### config.mk
export PLATFORM = sky130hd
export DESIGN_NAME = cordic_sine_cosine
export DESIGN_NICKNAME = d
export VERILOG_FILES = /design/src/sv/csc_pkg.sv /design/src/sv/cordic_sine_cosine.sv /design/src/sv/csc_cell.sv /design/src/sv/csc_fold.sv
export SDC_FILE = /design/constraint.sdc
export NUM_CORES = 2
export LEC_CHECK = 0
export BUFFER_PORTS_ARGS = -buffer_cell sky130_fd_sc_hd__buf_2
export CAP_MARGIN = 5
export CELL_PAD_IN_SITES_DETAIL_PLACEMENT = 0
export CELL_PAD_IN_SITES_GLOBAL_PLACEMENT = 1
export CORE_ASPECT_RATIO = 0.7
export CORE_MARGIN = 1.5
export CORE_UTILIZATION = 51
export DETAILED_ROUTE_END_ITERATION = 7
export GPL_ROUTABILITY_DRIVEN = 0
export MAX_ROUTING_LAYER = met4
export PLACE_DENSITY = 0.86
export SYNTH_ARGS = -nofsm -noshare
export SYNTH_HDL_FRONTEND = slang
export SYNTH_SLANG_ARGS = --single-unit
export TNS_END_PERCENT = 10
### constraint.sdc
create_clock -name clk_i -period 4.85 [get_ports clk_i]
set_clock_uncertainty 0.15 [all_clocks]
set_input_delay 0.7275 -clock clk_i [delete_from_list [all_inputs] [get_ports clk_i]]
set_output_delay 0.7275 -clock clk_i [all_outputs]
set_load 0.02 [all_outputs]
### src/sv/csc_pkg.sv
// Package for the CORDIC sine/cosine block: sizes, data and control types,
// quadrant codes and the arctangent table. Depends on nothing.
package csc_pkg;

  localparam int ITERATIONS = 20;
  localparam int ANGLE_BITS = 12;
  localparam int FINE_BITS  = 24;

  localparam int OUT_W      = 18;
  localparam int XY_W       = 20;
  localparam int Z_W        = FINE_BITS + 1;
  localparam int ITER_W     = (ITERATIONS > 1) ? $clog2(ITERATIONS) : 1;
  localparam int TABLE_LEN  = 24;
  localparam int TAB_W      = $clog2(TABLE_LEN);
  localparam int TABLE_FINE = 24;
  localparam int LATENCY    = ITERATIONS + 1;

  localparam int INV_GAIN   = 39797;
  localparam int FIXED_ONE  = 65536;

  localparam int FINE_SHIFT_L = (FINE_BITS >= TABLE_FINE) ? FINE_BITS - TABLE_FINE : 0;
  localparam int FINE_SHIFT_R = (FINE_BITS < TABLE_FINE) ? TABLE_FINE - FINE_BITS : 0;
  localparam int ROUND_ADD    = (1 << FINE_SHIFT_R) >> 1;

  // round(atan(2^-i) / (2*pi) * 2^24)
  localparam logic [23:0] ATAN_TABLE [TABLE_LEN] = '{
    24'd2097152, 24'd1238021, 24'd654136, 24'd332050, 24'd166669, 24'd83416,
    24'd41718,   24'd20860,   24'd10430,  24'd5215,   24'd2608,   24'd1304,
    24'd652,     24'd326,     24'd163,    24'd81,     24'd41,     24'd20,
    24'd10,      24'd5,       24'd3,      24'd1,      24'd1,      24'd0
  };

  typedef enum logic [1:0] {
    QUAD_0 = 2'd0,
    QUAD_1 = 2'd1,
    QUAD_2 = 2'd2,
    QUAD_3 = 2'd3
  } quad_e;

  typedef struct packed {
    logic  valid;
    logic  cardinal;
    quad_e quad;
  } ctl_t;

  typedef struct packed {
    logic signed [XY_W-1:0] x;
    logic signed [XY_W-1:0] y;
    logic signed [Z_W-1:0]  z;
  } vec_t;

  // Arctangent of 2^-i scaled to the fine angle unit.
  function automatic logic signed [Z_W-1:0] atan_entry(input logic [TAB_W-1:0] idx);
    logic [47:0] t;
    t = 48'(ATAN_TABLE[idx]);
    if (FINE_BITS >= TABLE_FINE) begin
      t = t << FINE_SHIFT_L;
    end else begin
      t = (t + 48'(ROUND_ADD)) >> FINE_SHIFT_R;
    end
    return Z_W'(t);
  endfunction

endpackage

### src/sv/cordic_sine_cosine.sv
// Top level of the CORDIC sine/cosine block: seeds the rotation, chains the
// cells and ends in the quadrant fold. Depends on csc_pkg, csc_cell, csc_fold.
//
// Usage:
//   Command channel: drive angle_i (1/4096 turn per step) and raise start.
//   The word is taken at every rising edge where start is high and busy is
//   low. busy is always low: a new angle may be issued in every cycle.
//   Result channel: done_o is high for one cycle with sine_o and cosine_o,
//   both signed 2.16 fixed point. Each result word must be captured in that
//   cycle; the receiver cannot stall the block, and nothing is held back.
//   Throughput: one angle per cycle. Each angle passes through the chain
//   of rotation cells, one CORDIC iteration per cell, and then through the
//   registered quadrant fold.
//   Results leave in the order the angles were taken.
//   Reset: rst_ni low clears the valid bits of every stage at once, so words
//   in flight are dropped and done_o stays low until a new angle passes
//   through the whole chain.
module cordic_sine_cosine (
  input  logic                                clk_i,
  input  logic                                rst_ni,
  input  logic                                start,
  output logic                                busy,
  input  logic [csc_pkg::ANGLE_BITS-1:0]      angle_i,
  output logic                                done_o,
  output logic signed [csc_pkg::OUT_W-1:0]    sine_o,
  output logic signed [csc_pkg::OUT_W-1:0]    cosine_o
);

  csc_pkg::ctl_t ctl [csc_pkg::ITERATIONS+1];
  csc_pkg::vec_t vec [csc_pkg::ITERATIONS+1];

  logic [csc_pkg::ANGLE_BITS-3:0] inq;

  // The pipeline never refuses a word.
  assign busy = 1'b0;

  assign inq = angle_i[csc_pkg::ANGLE_BITS-3:0];

  // Seed of the first cell: gain-compensated start vector and the in-quadrant
  // angle moved into fine units. The cardinal flag rides along so the fold
  // can put out the exact pair instead of the CORDIC residual.
  always_comb begin
    ctl[0].valid    = start & ~busy;
    ctl[0].cardinal = (inq == '0);
    ctl[0].quad     = csc_pkg::quad_e'(angle_i[csc_pkg::ANGLE_BITS-1 -: 2]);
    vec[0].x        = csc_pkg::XY_W'(csc_pkg::INV_GAIN);
    vec[0].y        = '0;
    vec[0].z        = csc_pkg::Z_W'(inq) << (csc_pkg::FINE_BITS - csc_pkg::ANGLE_BITS);
  end

  // One cell per iteration; each hands its vector to the next in every cycle.
  for (genvar gi = 0; gi < csc_pkg::ITERATIONS; gi++) begin : g_cell
    csc_cell u_cell (
      .clk_i  (clk_i),
      .rst_ni (rst_ni),
      .iter_i (csc_pkg::ITER_W'(gi)),
      .ctl_i  (ctl[gi]),
      .vec_i  (vec[gi]),
      .ctl_o  (ctl[gi+1]),
      .vec_o  (vec[gi+1])
    );
  end

  csc_fold u_fold (
    .clk_i    (clk_i),
    .rst_ni   (rst_ni),
    .ctl_i    (ctl[csc_pkg::ITERATIONS]),
    .vec_i    (vec[csc_pkg::ITERATIONS]),
    .done_o   (done_o),
    .sine_o   (sine_o),
    .cosine_o (cosine_o)
  );

endmodule

### src/sv/csc_cell.sv
// One CORDIC rotation cell: a single iteration followed by its pipeline register.
// Depends on csc_pkg.
module csc_cell (
  input  logic                       clk_i,
  input  logic                       rst_ni,
  input  logic [csc_pkg::ITER_W-1:0] iter_i,
  input  csc_pkg::ctl_t              ctl_i,
  input  csc_pkg::vec_t              vec_i,
  output csc_pkg::ctl_t              ctl_o,
  output csc_pkg::vec_t              vec_o
);

  logic signed [csc_pkg::XY_W-1:0] xs;
  logic signed [csc_pkg::XY_W-1:0] ys;
  logic signed [csc_pkg::Z_W-1:0]  step;
  csc_pkg::ctl_t                   ctl_q;
  csc_pkg::vec_t                   vec_d;
  csc_pkg::vec_t                   vec_q;

  // The shift amount is fixed per cell, so each shifter reduces to wiring.
  always_comb begin
    xs   = vec_i.x >>> iter_i;
    ys   = vec_i.y >>> iter_i;
    step = csc_pkg::atan_entry(csc_pkg::TAB_W'(iter_i));
    if (!vec_i.z[csc_pkg::Z_W-1]) begin
      vec_d.x = vec_i.x - ys;
      vec_d.y = vec_i.y + xs;
      vec_d.z = vec_i.z - step;
    end else begin
      vec_d.x = vec_i.x + ys;
      vec_d.y = vec_i.y - xs;
      vec_d.z = vec_i.z + step;
    end
  end

  always_ff @(posedge clk_i or negedge rst_ni) begin
    if (!rst_ni) begin
      ctl_q <= '0;
    end else begin
      ctl_q <= ctl_i;
    end
  end

  always_ff @(posedge clk_i) begin
    vec_q <= vec_d;
  end

  assign ctl_o = ctl_q;
  assign vec_o = vec_q;

endmodule

### src/sv/csc_fold.sv
// Output stage: substitutes the exact cardinal pair, folds by quadrant and
// registers the result word. Depends on csc_pkg.
module csc_fold (
  input  logic                               clk_i,
  input  logic                               rst_ni,
  input  csc_pkg::ctl_t                      ctl_i,
  input  csc_pkg::vec_t                      vec_i,
  output logic                               done_o,
  output logic signed [csc_pkg::OUT_W-1:0]   sine_o,
  output logic signed [csc_pkg::OUT_W-1:0]   cosine_o
);

  logic signed [csc_pkg::XY_W-1:0]  c;
  logic signed [csc_pkg::XY_W-1:0]  s;
  logic signed [csc_pkg::XY_W-1:0]  sn;
  logic signed [csc_pkg::XY_W-1:0]  cs;
  logic                             done_q;
  logic signed [csc_pkg::OUT_W-1:0] sine_q;
  logic signed [csc_pkg::OUT_W-1:0] cosine_q;

  always_comb begin
    if (ctl_i.cardinal) begin
      c = csc_pkg::XY_W'(csc_pkg::FIXED_ONE);
      s = '0;
    end else begin
      c = vec_i.x;
      s = vec_i.y;
    end
    unique case (ctl_i.quad)
      csc_pkg::QUAD_0: begin
        cs = c;
        sn = s;
      end
      csc_pkg::QUAD_1: begin
        cs = -s;
        sn = c;
      end
      csc_pkg::QUAD_2: begin
        cs = -c;
        sn = -s;
      end
      csc_pkg::QUAD_3: begin
        cs = s;
        sn = -c;
      end
    endcase
  end

  always_ff @(posedge clk_i or negedge rst_ni) begin
    if (!rst_ni) begin
      done_q <= 1'b0;
    end else begin
      done_q <= ctl_i.valid;
    end
  end

  always_ff @(posedge clk_i) begin
    sine_q   <= sn[csc_pkg::OUT_W-1:0];
    cosine_q <= cs[csc_pkg::OUT_W-1:0];
  end

  assign done_o   = done_q;
  assign sine_o   = sine_q;
  assign cosine_o = cosine_q;

endmodule

==> results.toml <==
[worst_setup_path]
path_class = "reg -> reg"
worstReg2RegStart = "g_cell[16].u_cell.vec_o[24]"
endpoint = "g_cell[17].u_cell.vec_o[63]"
worstSetupStartpointType = "register"
cp.required_ns = 5.41
arrival_ns = 4.73
endpoint_kind = "register"
crit_fanout = 24
critPathLaunch = "g_cell[16].u_cell.vec_o[24]"
r2r-end = "g_cell[17].u_cell.vec_o[63]"
ff2ff_setup_slack_ns = 0.69
r2r_cells = 11

[sta]
fin_setup_tns_ns = 0
final-setup-viol-count = 0
fin_hold_ws_ns = 0.1770
slew_viol_final = 0
fmax_ghz = 0.2402
fin_crit_sh_pct = 85.85
worst_pin_slew_ns = 1.057
rsz0062_at_grt = "false"
fin_crit_ns = 4.164
hold_viol = 0
relSlewSlack_pct = 29.44

[job]
cap_viol_max_count = 0

[grt]
gr-total-overflow = 0
grt_pass1_vias = 63530
antenna_found_initial = 6
grt_pass1_wl_mm = 335.3
grt_max_degree = 82
grt_usage_pct = 25.42

[finish]
syn_to_final_growth_pct = 9.371
fin_nets = 10610
layout.cells.non_filler = 11670
drive_above_1_share_pct = 4.696
nFillCells = 14200

[logic_synthesis]
syn_inst = 9326
synth_most_common_cell = "dfxtp_1"
synth_cell_types = 96
synthTopCellsByCount = "dfxtp_1, ha_1, a21oi_1"
async_flop_share_pct = 6.543
synth_area_um2 = 82270
yosys-top-cells-area = "dfxtp_1, ha_1, xnor2_1, a21oi_1, a21o_1"
yosysTopAreaCell = "dfxtp_1"
synth-edff-count = 0
ys_seq_area_share_pct = 30.62
syn-num-nets = 10500
syn_avg_cell_area_um2 = 8.822
synth_top_area_share_pct = 28.15
synth_warnings = 0
synthFlopType = "dfxtp_1"
synth-seq-cells = 1238

[placed_design]
port_buffers = 51
dpl.hpwl_mm = 164.1
placed_cells = 11410

[floorplan]
fp.dieArea_um2 = 163800
die_y_um = 339.0
start_util_pct = 51.30
die_w_um = 483.1
fp.coreArea_um2 = 160400
std_cell_rows = 123
ioPinCount = 53

[routing]
wl_met1_mm = 107.4
wl_mm = 207.9
met2_length_mm = 80.35
highest_layer = "met4"
num_vias = 67660
drt_iter0_drc = 5490
drc = 0
wire_per_inst_um = 17.81
wl_met3_mm = 17.01
viasPerCell = 5.797
drt_pre_antenna_iters = 6
final_antenna_net_count = 0

[clock_tree]
ctsLongestPathBuffers = 3
cts_root_buf = "clkbuf_16"
ctsResizeCount = 0
clock_sinks = 1238
cts_buffers = 135
clkTransAtPathRegs_ns = 0.06
clk_latency_ns = 0.78
h-tree-depth = 4
cts_tree = "built"

[hold_path]
hold_path_class = "reg -> reg"
min-delay-start = "g_cell[9].u_cell.vec_o[3]"

[outcome]
outcome = "complete, no violations"
## worst min-delay path by stage
| stage | endpoint | slack [ns] | cells after the start |
|---|---|---|---|
| after CTS | g_cell[10].u_cell.vec_o[2] | 0.18 | 0 |
| final | g_cell[10].u_cell.vec_o[3] | 0.18 | 0 |
| after detailed placement | g_cell[10].u_cell.vec_o[2] | 0.16 | 0 |
| after global routing | g_cell[17].u_cell.vec_o[1] | 0.18 | 0 |
| after floorplan | g_cell[10].u_cell.vec_o[1] | 0.16 | 0 |
| after global placement | g_cell[10].u_cell.vec_o[3] | 0.16 | 0 |
## critical path, cell delays in order, from the launching register on
cell,delay [ns]
dfxtp_1,0.67
inv_1,0.59
a21oi_1,0.62
ha_1,0.35
inv_1,0.10
o21bai_1,0.11
a21oi_1,0.21
o21ai_0,0.22
a21oi_1,0.35
o211ai_1,0.21
a311oi_1,0.38
xnor2_1,0.15
## placed cells by master, fill, tap and decap left out, types with 50 or more instances in the layout
master	count
buf_4	53
o31ai_1	64
mux2i_1	62
o21a_1	148
dfrtp_1	80
nor3_1	228
inv_1	482
nor4_1	52
nor2b_1	153
a21o_1	454
and3_1	87
nand4_1	63
ha_1	1109
o21ai_0	499
a211oi_1	68
xor2_1	374
nand2b_1	117
nor2_1	739
a31oi_1	101
buf_2	50
nand2_1	436
clkbuf_16	140
xnor2_1	731
o21bai_1	132
dfxtp_1	1157
nand3_1	182
a21oi_1	934
## through the flow
step / cell area (um^2) / utilization [%] / setup WS, ns
floorplan: 82270 / - / 0.9991
global placement: 85030 / 53.02 / 0.7999
detailed placement: 85030 / 53.02 / 0.7663
CTS: 89960 / 56.10 / 0.7485
global route: 89980 / 56.11 / 0.2506
finish: 89980 / 56.11 / 0.6863
## kinds of logic after synthesis
kind of cell	count (synthesis)	synth area share, %
compound gates	2824	21.84
xor+xnor	1107	11.82
fa+ha+maj	1158	18.06
buf+inv	638	2.935
flops	1238	30.62
mux	110	1.521
other cells	1	0.004558
simple gates	2250	13.20
## routing by layer
| layer | track usage (%) | up-vias |
|---|---|---|
| met5 | - | - |
| met4 | 5.324 | 0 |
| met3 | 5.294 | 250 |
| met2 | 34.37 | 1919 |
| met1 | 38.19 | 31610 |
| li1 | - | 33880 |
## sequential cells by signal, summed over array words and instances, names as in the netlist
register             cells
u_fold.sine_o           18
g_cell.u_cell.ctl_o     80
u_fold.cosine_o         18
u_fold.done_o            1
g_cell.u_cell.vec_o   1121
## timing repair
| action | in CTS | in global routing |
|---|---|---|
| endpoints found under the hold margin | 94 | 0 |
| hold buffers | 14 | 0 |
| setup buffers | 0 | 0 |
## final cells by class
cell class                      count  area (um^2)  area share, %
Antenna cell                        6        15.01        0.01669
Tap cell                         2125         2659          2.955
Clock buffer                      179         3870          4.301
Inverter                          489         1836          2.040
Timing Repair Buffer              119        815.8         0.9066
Clock inverter                     66        922.1          1.025
Sequential cell                  1238        25190          27.99
Multi-Input combinational cell   7450        54670          60.76
Power is left out: the tool's default activity adds up to more than one toggle a clock period on the data nets, which glitch-free logic cannot reach.
